File: src/rtl/vml_pkg.sv
// ----------------------------------------------------------------------------
// VU meter level/peak package
// Shared widths, constants, register codes and control types.
// ----------------------------------------------------------------------------
`timescale 1ns / 1ps
`default_nettype none

package vml_pkg;

   // field and state widths
   localparam int SAMPLE_W = 10;
   localparam int GAIN_W   = 10;
   localparam int SCALED_W = 19;
   localparam int AVG_W    = 20;
   localparam int DCOUNT_W = 9;
   localparam int FILT_W   = 22;
   localparam int LEVEL_W  = 23;
   localparam int HOLD_W   = 16;
   localparam int LED_W    = 8;
   localparam int THRESH_W = 16;
   localparam int REF_W    = 3;
   localparam int CSR_W    = 3;

   // timing constants
   localparam int DECIMATE = 32;
   localparam int DEC_SH   = $clog2(DECIMATE);   // average divisor is a power of two
   localparam int HOLD_LEN = 4000;

   // front end
   localparam logic [SAMPLE_W-1:0] MIDSCALE = 10'd511;

   localparam logic [REF_W-1:0] REF_OFF    = 3'd0;
   localparam logic [REF_W-1:0] REF_0DBU   = 3'd1;
   localparam logic [REF_W-1:0] REF_4DBU   = 3'd2;
   localparam logic [REF_W-1:0] REF_12DBU  = 3'd3;
   localparam logic [REF_W-1:0] REF_20DBU  = 3'd4;

   localparam logic [GAIN_W-1:0] GAIN_OFF   = 10'd0;
   localparam logic [GAIN_W-1:0] GAIN_0DBU  = 10'd1000;
   localparam logic [GAIN_W-1:0] GAIN_4DBU  = 10'd631;
   localparam logic [GAIN_W-1:0] GAIN_12DBU = 10'd251;
   localparam logic [GAIN_W-1:0] GAIN_20DBU = 10'd100;

   // recursive filter
   localparam int COEF_OLDER = 93;
   localparam int COEF_OLD   = 218;
   localparam int FILT_SH    = 7;

   // LED thresholds, index = LED bit
   localparam logic [THRESH_W-1:0] LED_THRESH [LED_W] = '{
      16'd2660, 16'd4730, 16'd8412, 16'd13332,
      16'd18831, 16'd26600, 16'd37573, 16'd53074
   };

   // configuration register indexes
   typedef enum logic [0:0] {
      CSR_REF_LEVEL    = 1'b0,
      CSR_DISPLAY_MODE = 1'b1
   } csr_index_type;

   // load strobes into the level filter
   typedef struct packed {
      logic avg_load;    // average stage takes a beat
      logic filt_load;   // filter stage takes a beat
   } vml_filt_ctl_type;

endpackage

`default_nettype wire

File: src/rtl/vml_if.sv
// ----------------------------------------------------------------------------
// VU meter level/peak stream interfaces
// Valid/ready channels for sample beats and result beats.
// ----------------------------------------------------------------------------
`timescale 1ns / 1ps
`default_nettype none

interface vml_req_if;
   logic                          valid;
   logic                          ready;
   logic [vml_pkg::SAMPLE_W-1:0]  sample;

   modport source (output valid, output sample, input ready);
   modport sink   (input valid, input sample, output ready);
endinterface

interface vml_rsp_if;
   logic                                valid;
   logic                                ready;
   logic signed [vml_pkg::LEVEL_W-1:0]  level;
   logic signed [vml_pkg::LEVEL_W-1:0]  peak;
   logic [vml_pkg::LED_W-1:0]           level_leds;
   logic [vml_pkg::LED_W-1:0]           peak_leds;

   modport source (output valid, output level, output peak, output level_leds,
                   output peak_leds, input ready);
   modport sink   (input valid, input level, input peak, input level_leds,
                   input peak_leds, output ready);
endinterface

`default_nettype wire

File: src/rtl/vml_led_encode.sv
// ----------------------------------------------------------------------------
// VU meter LED encoder
// Maps a signed value onto eight thresholds as a dot or a bar pattern.
// ----------------------------------------------------------------------------
`timescale 1ns / 1ps
`default_nettype none

module vml_led_encode (
   input  logic signed [vml_pkg::LEVEL_W-1:0] value,
   input  logic                               bar,
   output logic [vml_pkg::LED_W-1:0]          leds
);

   logic [vml_pkg::LED_W-1:0] hit;
   logic [vml_pkg::LED_W-1:0] hit_up;

   // thresholds rise with bit index, so hit is a thermometer code
   always_comb begin
      for (int k = 0; k < vml_pkg::LED_W; k++) begin
         hit[k] = !value[vml_pkg::LEVEL_W-1] &&
                  (value[vml_pkg::LEVEL_W-2:0] >=
                   (vml_pkg::LEVEL_W-1)'(vml_pkg::LED_THRESH[k]));
      end
   end

   // dot keeps only the top lit bit
   assign hit_up = {1'b0, hit[vml_pkg::LED_W-1:1]};
   assign leds   = bar ? hit : (hit & ~hit_up);

endmodule

`default_nettype wire

File: src/rtl/vml_level_filter.sv
// ----------------------------------------------------------------------------
// VU meter level filter
// 31/32 running average, decimation counter and second-order level filter.
// ----------------------------------------------------------------------------
`timescale 1ns / 1ps
`default_nettype none

module vml_level_filter (
   input  logic                                clock,
   input  logic                                reset,
   input  vml_pkg::vml_filt_ctl_type           ctl,
   input  logic [vml_pkg::SCALED_W-1:0]        scaled,
   output logic signed [vml_pkg::LEVEL_W-1:0]  level
);

   localparam int ACC_W = vml_pkg::AVG_W + vml_pkg::DEC_SH + 1;
   localparam int NUM_W = 32;
   localparam int SUM_W = vml_pkg::FILT_W + 3;
   localparam int ROUND = (1 << vml_pkg::FILT_SH) - 1;

   logic [vml_pkg::AVG_W-1:0]           avg_ff, avg_in;
   logic [ACC_W-1:0]                    acc;
   logic [vml_pkg::DCOUNT_W-1:0]        dcount_ff, dcount_in;
   logic                                fire_ff, fire_in;
   logic signed [vml_pkg::FILT_W-1:0]   older_ff, old_ff, new_ff, new_in;
   logic signed [NUM_W-1:0]             p_older_ff, p_old_ff;
   logic signed [NUM_W-1:0]             num, num_adj, quo;
   logic signed [SUM_W-1:0]             lvl_sum;
   logic signed [vml_pkg::LEVEL_W-1:0]  level_ff, level_in;

   // running average: (avg * 31 + scaled) / 32
   always_comb begin
      acc    = (ACC_W'(avg_ff) << vml_pkg::DEC_SH) - ACC_W'(avg_ff) + ACC_W'(scaled);
      avg_in = acc[vml_pkg::DEC_SH +: vml_pkg::AVG_W];
   end

   // decimation countdown
   assign fire_in   = (dcount_ff == '0);
   assign dcount_in = fire_in ? vml_pkg::DCOUNT_W'(vml_pkg::DECIMATE)
                              : dcount_ff - 1'b1;

   always_ff @(posedge clock) begin
      if (reset) begin
         avg_ff    <= '0;
         dcount_ff <= vml_pkg::DCOUNT_W'(vml_pkg::DECIMATE);
         fire_ff   <= 1'b0;
      end else if (ctl.avg_load) begin
         avg_ff    <= avg_in;
         dcount_ff <= dcount_in;
         fire_ff   <= fire_in;
      end
   end

   // coefficient products are registered from the current states; fires are
   // far more than one beat apart, so they are settled before use
   always_ff @(posedge clock) begin
      if (reset) begin
         p_older_ff <= '0;
         p_old_ff   <= '0;
      end else begin
         p_older_ff <= NUM_W'(old_ff) * NUM_W'(vml_pkg::COEF_OLDER);
         p_old_ff   <= NUM_W'(new_ff) * NUM_W'(vml_pkg::COEF_OLD);
      end
   end

   // filter step, division by 128 truncates toward zero
   always_comb begin
      num     = $signed({{(NUM_W-vml_pkg::AVG_W){1'b0}}, avg_ff}) - p_older_ff + p_old_ff;
      num_adj = num[NUM_W-1] ? num + NUM_W'(ROUND) : num;
      quo     = num_adj >>> vml_pkg::FILT_SH;
      new_in  = quo[vml_pkg::FILT_W-1:0];
      lvl_sum = {{3{old_ff[vml_pkg::FILT_W-1]}}, old_ff}
              + {{3{new_in[vml_pkg::FILT_W-1]}}, new_in}
              + {{2{new_ff[vml_pkg::FILT_W-1]}}, new_ff, 1'b0};
      level_in = lvl_sum[vml_pkg::LEVEL_W-1:0];
   end

   always_ff @(posedge clock) begin
      if (reset) begin
         older_ff <= '0;
         old_ff   <= '0;
         new_ff   <= '0;
         level_ff <= '0;
      end else if (ctl.filt_load && fire_ff) begin
         older_ff <= old_ff;
         old_ff   <= new_ff;
         new_ff   <= new_in;
         level_ff <= level_in;
      end
   end

   assign level = level_ff;

`ifndef SYNTH
   a_dcount_range: assert property (@(posedge clock) disable iff (reset)
      dcount_ff <= vml_pkg::DCOUNT_W'(vml_pkg::DECIMATE))
      else $error("decimation count out of range");

   a_fire_reload: assert property (@(posedge clock) disable iff (reset)
      fire_ff |-> (dcount_ff == vml_pkg::DCOUNT_W'(vml_pkg::DECIMATE)))
      else $error("filter fire without counter reload");

   a_level_quiet: assert property (@(posedge clock) disable iff (reset)
      !(ctl.filt_load && fire_ff) |=> $stable(level_ff))
      else $error("level changed without a filter step");
`endif

endmodule

`default_nettype wire

File: src/rtl/vu_meter_level_peak_unit.sv
// ----------------------------------------------------------------------------
// VU meter level/peak unit
// Rectify, scale, average and filter ADC samples; hold the peak; drive LEDs.
// Six-stage pipeline, one result per sample.
// One sample per cycle while the sink is ready; stages advance on own ready.
// Reset: synchronous, active high; clears valid, config, filter and peak state.
// ----------------------------------------------------------------------------
`timescale 1ns / 1ps
`default_nettype none

module vu_meter_level_peak_unit (
   input  logic                         clock,
   input  logic                         reset,
   vml_req_if.sink                      req_bus,
   vml_rsp_if.source                    rsp_bus,
   input  logic                         csr_wr_en,
   input  logic [0:0]                   csr_index,
   input  logic [vml_pkg::CSR_W-1:0]    csr_wr_data
);

   localparam int NSTG      = 6;
   localparam int STG_IN    = 0;
   localparam int STG_SCALE = 1;
   localparam int STG_AVG   = 2;
   localparam int STG_FILT  = 3;
   localparam int STG_PEAK  = 4;
   localparam int STG_OUT   = 5;

   logic [vml_pkg::REF_W-1:0]           ref_level_ff;
   logic                                display_mode_ff;

   logic [NSTG-1:0]                     vld_ff, vld_in, src, rdy, take;

   logic [vml_pkg::SAMPLE_W-1:0]        sample_ff, rect;
   logic [vml_pkg::GAIN_W-1:0]          gain;
   logic [vml_pkg::SAMPLE_W+vml_pkg::GAIN_W-1:0] prod;
   logic [vml_pkg::SCALED_W-1:0]        scaled_ff;

   vml_pkg::vml_filt_ctl_type           filt_ctl;
   logic signed [vml_pkg::LEVEL_W-1:0]  level;

   logic signed [vml_pkg::LEVEL_W-1:0]  lvl5_ff, peak_ff;
   logic [vml_pkg::HOLD_W-1:0]          hold_ff;
   logic                                hold_hit, peak_hit;

   logic [vml_pkg::LED_W-1:0]           lvl_leds, peak_leds;
   logic signed [vml_pkg::LEVEL_W-1:0]  out_level_ff, out_peak_ff;
   logic [vml_pkg::LED_W-1:0]           out_lvl_leds_ff, out_peak_leds_ff;

   // configuration registers
   always_ff @(posedge clock) begin
      if (reset) begin
         ref_level_ff    <= vml_pkg::REF_OFF;
         display_mode_ff <= 1'b0;
      end else if (csr_wr_en) begin
         unique case (csr_index)
            vml_pkg::CSR_REF_LEVEL:    ref_level_ff    <= csr_wr_data[vml_pkg::REF_W-1:0];
            vml_pkg::CSR_DISPLAY_MODE: display_mode_ff <= csr_wr_data[0];
            default:                   ref_level_ff    <= ref_level_ff;
         endcase
      end
   end

   // pipeline flow control: a stage loads when it is empty or drains
   assign src = {vld_ff[NSTG-2:0], req_bus.valid};

   always_comb begin
      rdy[NSTG-1] = !vld_ff[NSTG-1] || rsp_bus.ready;
      for (int k = NSTG-2; k >= 0; k--) begin
         rdy[k] = !vld_ff[k] || rdy[k+1];
      end
      take = src & rdy;
      for (int k = 0; k < NSTG; k++) begin
         vld_in[k] = rdy[k] ? src[k] : vld_ff[k];
      end
   end

   always_ff @(posedge clock) begin
      if (reset) begin
         vld_ff <= '0;
      end else begin
         vld_ff <= vld_in;
      end
   end

   assign req_bus.ready = rdy[STG_IN];

   // input register
   always_ff @(posedge clock) begin
      if (take[STG_IN]) begin
         sample_ff <= req_bus.sample;
      end
   end

   // rectify about midscale and apply reference gain
   assign rect = (sample_ff >= vml_pkg::MIDSCALE) ? sample_ff - vml_pkg::MIDSCALE
                                                  : vml_pkg::MIDSCALE - sample_ff;

   always_comb begin
      unique case (ref_level_ff)
         vml_pkg::REF_OFF:   gain = vml_pkg::GAIN_OFF;
         vml_pkg::REF_4DBU:  gain = vml_pkg::GAIN_4DBU;
         vml_pkg::REF_12DBU: gain = vml_pkg::GAIN_12DBU;
         vml_pkg::REF_20DBU: gain = vml_pkg::GAIN_20DBU;
         default:            gain = vml_pkg::GAIN_0DBU;   // 0dBu and unused codes
      endcase
   end

   assign prod = rect * gain;

   always_ff @(posedge clock) begin
      if (take[STG_SCALE]) begin
         scaled_ff <= prod[vml_pkg::SCALED_W-1:0];
      end
   end

   // average and level filter
   assign filt_ctl.avg_load  = take[STG_AVG];
   assign filt_ctl.filt_load = take[STG_FILT];

   vml_level_filter u_filter (
      .clock  (clock),
      .reset  (reset),
      .ctl    (filt_ctl),
      .scaled (scaled_ff),
      .level  (level)
   );

   // peak hold
   assign hold_hit = (hold_ff == '0);
   assign peak_hit = hold_hit || (level > peak_ff);

   always_ff @(posedge clock) begin
      if (reset) begin
         peak_ff <= '0;
         hold_ff <= vml_pkg::HOLD_W'(vml_pkg::HOLD_LEN);
      end else if (take[STG_PEAK]) begin
         if (peak_hit) begin
            peak_ff <= level;
            hold_ff <= vml_pkg::HOLD_W'(vml_pkg::HOLD_LEN);
         end else begin
            hold_ff <= hold_ff - 1'b1;
         end
      end
   end

   always_ff @(posedge clock) begin
      if (take[STG_PEAK]) begin
         lvl5_ff <= level;
      end
   end

   // LED patterns
   vml_led_encode u_lvl_leds (
      .value (lvl5_ff),
      .bar   (display_mode_ff),
      .leds  (lvl_leds)
   );

   vml_led_encode u_peak_leds (
      .value (peak_ff),
      .bar   (1'b0),
      .leds  (peak_leds)
   );

   // result register
   always_ff @(posedge clock) begin
      if (take[STG_OUT]) begin
         out_level_ff     <= lvl5_ff;
         out_peak_ff      <= peak_ff;
         out_lvl_leds_ff  <= lvl_leds;
         out_peak_leds_ff <= peak_leds;
      end
   end

   assign rsp_bus.valid      = vld_ff[STG_OUT];
   assign rsp_bus.level      = out_level_ff;
   assign rsp_bus.peak       = out_peak_ff;
   assign rsp_bus.level_leds = out_lvl_leds_ff;
   assign rsp_bus.peak_leds  = out_peak_leds_ff;

`ifndef SYNTH
   a_peak_covers_level: assert property (@(posedge clock) disable iff (reset)
      take[STG_PEAK] |=> (peak_ff >= lvl5_ff))
      else $error("held peak below current level");

   a_refresh_reload: assert property (@(posedge clock) disable iff (reset)
      take[STG_PEAK] && peak_hit |=> (hold_ff == vml_pkg::HOLD_W'(vml_pkg::HOLD_LEN)))
      else $error("peak refresh without hold reload");

   a_peak_stage_holds: assert property (@(posedge clock) disable iff (reset)
      vld_ff[STG_PEAK] && !rdy[STG_PEAK] |=>
         vld_ff[STG_PEAK] && $stable(lvl5_ff) && $stable(peak_ff))
      else $error("stalled peak stage lost its beat");
`endif

endmodule

`default_nettype wire

File: src/flat_wrapper.sv
// flat-port wrapper written by rule: the top's interface ports become plain ports
module vu_meter_level_peak_unit_flat 
  (clock, reset, csr_wr_en, csr_index, csr_wr_data, req_bus_valid, req_bus_sample, req_bus_ready, rsp_bus_valid, rsp_bus_level, rsp_bus_peak, rsp_bus_level_leds, rsp_bus_peak_leds, rsp_bus_ready);
  vml_req_if req_bus_i ();
  vml_rsp_if rsp_bus_i ();
  input  logic clock;
  input  logic reset;
  input  logic csr_wr_en;
  input  logic [0:0] csr_index;
  input  logic [vml_pkg::CSR_W-1:0] csr_wr_data;
  input wire logic [$bits(req_bus_i.valid)-1:0] req_bus_valid;
  input wire logic [$bits(req_bus_i.sample)-1:0] req_bus_sample;
  output wire logic [$bits(req_bus_i.ready)-1:0] req_bus_ready;
  output wire logic [$bits(rsp_bus_i.valid)-1:0] rsp_bus_valid;
  output wire logic [$bits(rsp_bus_i.level)-1:0] rsp_bus_level;
  output wire logic [$bits(rsp_bus_i.peak)-1:0] rsp_bus_peak;
  output wire logic [$bits(rsp_bus_i.level_leds)-1:0] rsp_bus_level_leds;
  output wire logic [$bits(rsp_bus_i.peak_leds)-1:0] rsp_bus_peak_leds;
  input wire logic [$bits(rsp_bus_i.ready)-1:0] rsp_bus_ready;
  assign req_bus_i.valid = req_bus_valid;
  assign req_bus_i.sample = req_bus_sample;
  assign req_bus_ready = req_bus_i.ready;
  assign rsp_bus_valid = rsp_bus_i.valid;
  assign rsp_bus_level = rsp_bus_i.level;
  assign rsp_bus_peak = rsp_bus_i.peak;
  assign rsp_bus_level_leds = rsp_bus_i.level_leds;
  assign rsp_bus_peak_leds = rsp_bus_i.peak_leds;
  assign rsp_bus_i.ready = rsp_bus_ready;
  vu_meter_level_peak_unit u_core (.clock(clock), .reset(reset), .req_bus(req_bus_i), .rsp_bus(rsp_bus_i), .csr_wr_en(csr_wr_en), .csr_index(csr_index), .csr_wr_data(csr_wr_data));
endmodule
File: config.mk
export PLATFORM = sky130hd
export DESIGN_NAME = vu_meter_level_peak_unit_flat
export DESIGN_NICKNAME = d
export VERILOG_FILES = /design/src/rtl/vml_pkg.sv /design/src/rtl/vml_if.sv /design/src/rtl/vml_led_encode.sv /design/src/rtl/vml_level_filter.sv /design/src/rtl/vu_meter_level_peak_unit.sv /design/src/flat_wrapper.sv
export SDC_FILE = /design/constraint.sdc
export NUM_CORES = 1
export LEC_CHECK = 0
export BUFFER_PORTS_ARGS = -buffer_cell sky130_fd_sc_hd__buf_4
export CORE_MARGIN = 2
export CORE_UTILIZATION = 35
export DETAILED_ROUTE_END_ITERATION = 6
export HOLD_SLACK_MARGIN = 0.12
export PLACE_DENSITY = 0.58
export SYNTH_ARGS = -nofsm -noshare
export SYNTH_HDL_FRONTEND = slang
export SYNTH_SLANG_ARGS = --single-unit
File: constraint.sdc
create_clock -name clock -period 7 [get_ports clock]
set_input_delay 1.05 -clock clock [delete_from_list [all_inputs] [get_ports clock]]
set_output_delay 1.05 -clock clock [all_outputs]
set_load 0.02 [all_outputs]
==> run summary <==
The flow ran to the end, and the final reports show no timing, DRC or antenna violations. Sequential cells burn 23.4% of the power. The number of nets produced by synthesis came out at 3449.

TritonCTS built the clock tree. The repair_antennas step left the layout with diodes totalling 0. Cells fill 40.0% of the core in the end. Entering global routing, the biggest net connects 77 pins. The run gives 3 as the maximum buffer depth of the clock tree. Once detail routing completed, the nets flagged for antenna violations numbered 0.

The H-tree generated during clock tree synthesis spans 2 levels. The logs give 3520 µW for the switching power total and 7.18 ns for the signal arrival time at the worst endpoint. Yosys mapped a number of flops with a built-in enable equal to 114. The most numerous cell type found on the critical path is sky130_fd_sc_hd__buf_4.

The clock reaches the later pin of the worst-skew pair after 0.57 ns. Power spread over the standard cell area amounts to 281 mW/mm². In the global route stage, met3 resource usage came out at 2.49%. The tools report the area of all sequential standard cells as 0.00755 mm².

Measured against its own limit, the worst slew margin works out to 29.6%. Wires add up to 62300 µm. The region available for standard cell placement spans 0.0771 mm². Largest clock skew in the final design: 0.0227 ns.

Setup violations remaining at the end of the flow were counted as 0. STA classifies the critical path endpoint as a flip-flop. The adder-cell share of the synthesized area came out at 33.0%. The required arrival time at the worst endpoint was 7.49 ns; the area of placed instances was 0.0294 mm². The cell sitting at the root of the clock tree is a sky130_fd_sc_hd__clkbuf_16. The worst-case reg-to-reg path depth is 33. In this run, CTS created clock tree buffers numbering 37. After synthesis, the share of flip-flops with an asynchronous set or reset is 0%. The leakage component of the power was 0.0145 µW; the delay of the slowest critical-path stage was 0.45 ns.

The area growth from synthesis to final layout works out to 13.5%. Summing all multi-input logic gate instances after layout gives 0.0179 mm². The max-slew violation count was 0; the number of global-route vias before repair was 19.8k. By area, the combinational part of the netlist is dominated by adder cells.

Cell internal power was estimated by the tool at 5140 µW. In the synthesized netlist, mux cells make up 1.34% of the area. The combinational fraction of design power is 54.9%. In this run the core area contains 102 standard-cell rows. Of the total synthesized cell area, the portion taken by AND, OR, NAND and NOR gates is 13.9%. The average vias per placed instance is 4.81, and the mapped cell area is 0.0271 mm². For the pin with the worst max-slew slack, the measured transition is 1.05 ns. The first global-routing pass estimated 103000 µm of wire. Switching share of power: 40.7%. Max-cap violations in this run came to 0.

In this run, the clock network consumes 21.7% of the power. The fraction of the cycle the final worst path needs works out to 95.6%. The number of different library cells used by synthesis comes to 92.

The synthesized area per cell works out to 9.49 µm². The post-detailed-route DRC marker count was 0. The minimum setup slack after placement was -0.354 ns; the number of nets in the final layout was 3597. In this run, synthesis produced a sequential element count of 320. The clock drives 320 sinks. Clock-pin slew was measured on the worst setup and hold paths at 0.06 ns. The library cell used most frequently in the layout, excluding fill and tap cells, is sky130_fd_sc_hd__inv_1. Along the worst path, the maximum fanout reaches 6. Global routing used 16.1% of the available tracks. Along the worst hold path, the cell count comes to 0. Summing the areas of all xor and xnor instances in the mapped netlist gives 5.02% of the synthesized area.

The floorplan step set the die width to 282 µm. STA classifies the critical path startpoint as a flip-flop. The largest individual stage delay along the critical path comes from the cell sky130_fd_sc_hd__fa_1.

The number of filler instances in the final layout is 7733. Global routing used 21.7% of the available met1 tracks. At the end of routability-driven placement, the weighted congestion stood at 0.857. In this run the most used layer during global routing was met2. After routing the design area is 0.0308 mm². Among all flip-flop cells after synthesis, the most frequent one is sky130_fd_sc_hd__dfxtp_1. The tools report the minimum hold slack as 0.449 ns. The run gives 0.0797 mm² as the floorplan die area. VDD sags by at most 164 µV.

The run gives 26.9% as the met2 track demand over resource in global routing. By startpoint and endpoint, the worst setup path is classified as flip-flop to flip-flop. The average routed wire per standard cell is 15.3 µm, and the fraction of post-synthesis cell area in the top cell type by area is 17.9%.

The sequential cell area fraction in the yosys report was 27.8%. Cell accounting for the most synthesized area: sky130_fd_sc_hd__fa_1. The initial utilization of the core area, before any placement, comes to 35.2%.

Detailed placement finished with a half-perimeter wire length of 50400 µm. The tightest min-delay check is of the flip-flop to flip-flop type. Buffers placed on the I/O ports in this run total 82. For this run, the detailed router's first-pass iteration total came to 5. The final setup slack of the worst path is 0.309 ns, and the maximum achievable frequency is 149 MHz. During synthesis, Yosys emitted a total of 0 warnings. The boundary pin count came out at 83. Proportion of layout cells with a drive suffix above 1: 10.5%.

After synthesis, the cell types taking the most area are sky130_fd_sc_hd__fa_1 (18%), sky130_fd_sc_hd__dfxtp_1 (15%), sky130_fd_sc_hd__ha_1 (15%). In the layout the commonest cells are sky130_fd_sc_hd__inv_1 (424), sky130_fd_sc_hd__ha_1 (328), sky130_fd_sc_hd__nor2_1 (255). The post-route setup TNS is 0 ns, and the complex-gate fraction of the synthesized area is 11.9%.

The clock period minus worst slack was 6.69 ns; the vertical extent of the die was 282 µm. The cell count after synthesis came out at 2859. Global routing finished with a remaining overflow of 0. The overall via count from detail_route came out at 19.6k.

After clock tree synthesis, the flow added hold-fix buffers numbering 0. The tools report the starting DRC count in detailed routing as 977. The run gives 0 as the number of antenna violations at the first check in global routing.

Hold violation total from the final report: 0.
[area by class of cell]
cell class              count  area share (%)
multi-input cells        2046            58.0
flip-flops and latches    320            24.5
inverters                 425            5.18
repair buffers            177            4.33
well taps                1040            4.22
clock buffers              55            3.46
clock inverters            11           0.333
[cell usage after synthesis, types with 11 or more instances]
master,instances
sky130_fd_sc_hd__a211oi_1,13
sky130_fd_sc_hd__a31oi_1,18
sky130_fd_sc_hd__nand2_1,236
sky130_fd_sc_hd__a21o_1,50
sky130_fd_sc_hd__nor3_1,54
sky130_fd_sc_hd__o21a_1,20
sky130_fd_sc_hd__nor2_1,256
sky130_fd_sc_hd__or3_1,14
sky130_fd_sc_hd__nand2b_1,25
sky130_fd_sc_hd__mux2i_1,34
sky130_fd_sc_hd__nor4_1,20
sky130_fd_sc_hd__o21ai_1,12
sky130_fd_sc_hd__xor2_1,52
sky130_fd_sc_hd__o21bai_1,19
sky130_fd_sc_hd__clkbuf_1,51
sky130_fd_sc_hd__fa_1,242
sky130_fd_sc_hd__a21oi_1,186
sky130_fd_sc_hd__and2_1,11
sky130_fd_sc_hd__inv_1,425
sky130_fd_sc_hd__nand3_1,45
sky130_fd_sc_hd__dfxtp_1,206
sky130_fd_sc_hd__xnor2_1,96
sky130_fd_sc_hd__or2_2,11
sky130_fd_sc_hd__edfxtp_1,114
sky130_fd_sc_hd__ha_1,329
sky130_fd_sc_hd__nand4_1,24
sky130_fd_sc_hd__o21ai_0,63
sky130_fd_sc_hd__nor2b_1,31
sky130_fd_sc_hd__o211ai_1,12
sky130_fd_sc_hd__and3_1,27
[power by group through the flow]
stage | registers [µW] | clock network (µW) | logic, µW
2_1_floorplan | 2060 | 0 | 3300
3_3_place_gp | 2060 | 0 | 4480
3_5_place_dp | 2060 | 0 | 4500
4_1_cts | 2020 | 1950 | 4680
5_1_grt | 2030 | 2000 | 5280
6_report | 2020 | 1880 | 4760
[final timing paths]
kind / slack, ns / end / from
min: 0.45 / u_core.rsp_bus.level[16] / u_core.lvl5_ff[16]
max: 0.31 / u_core.u_filter.level[17] / u_core.u_filter.avg_ff[1]
max reg2reg: 0.31 / u_core.u_filter.level[17] / u_core.u_filter.avg_ff[1]
min reg2reg: 0.45 / u_core.rsp_bus.level[16] / u_core.lvl5_ff[16]
[worst max-delay path, delay by kind of cell (launching register included)]
family                     cells  cell delay (ns)
AOI/OAI and AO/OA             16             3.20
xor gates and xnor gates       2             0.26
DFF                            1             0.33
adders and majority gates      5             1.69
and+or+nand+nor                4             0.62
buffers and inverters          6             0.50
[per-layer routing]
metal | up-vias | share of wire, %
met5 | - | 0
met4 | 0 | 2.3
met3 | 77 | 4.5
met2 | 309 | 46
met1 | 9321 | 47
li1 | 9903 | -
[sequential cells by signal (all words and copies together) (netlist names), 3 cells and up]
name                        count
u_core.u_filter.old_ff         22
u_core.u_filter.new_ff         22
u_core.u_filter.dcount_ff       9
u_core.scaled_ff               19
u_core.u_filter.level          23
u_core.peak_ff                 23
u_core.rsp_bus.peak            23
u_core.vld_ff                   6
u_core.rsp_bus.level_leds       8
u_core.sample_ff               10
u_core.rsp_bus.level           23
u_core.rsp_bus.peak_leds        8
u_core.u_filter.avg_ff         20
u_core.lvl5_ff                 23
u_core.u_filter.p_older_ff     30
u_core.u_filter.p_old_ff       30
u_core.ref_level_ff             3
u_core.hold_ff                 16
[kinds of logic after synthesis]
group | Yosys count
compound gates | 489
xor+xnor | 152
fa+ha+maj | 571
buf+inv | 494
flops | 320
mux | 36
simple gates | 797
[stage by stage]
step,std cells,power (µW)
2_1_floorplan,2859,5360
3_3_place_gp,4002,6540
3_5_place_dp,4002,6570
4_1_cts,4072,8650
5_1_grt,4074,9310
6_report,4074,8660
[repair_timing]
action,4_1_cts,5_1_grt
pin swaps,21,9
setup buffers,4,1
endpoints found under the setup margin,2,8
resized for setup,19,12
gates cloned,0,1
hold endpoints to repair,0,0
Power figures use the tool's default switching activity.
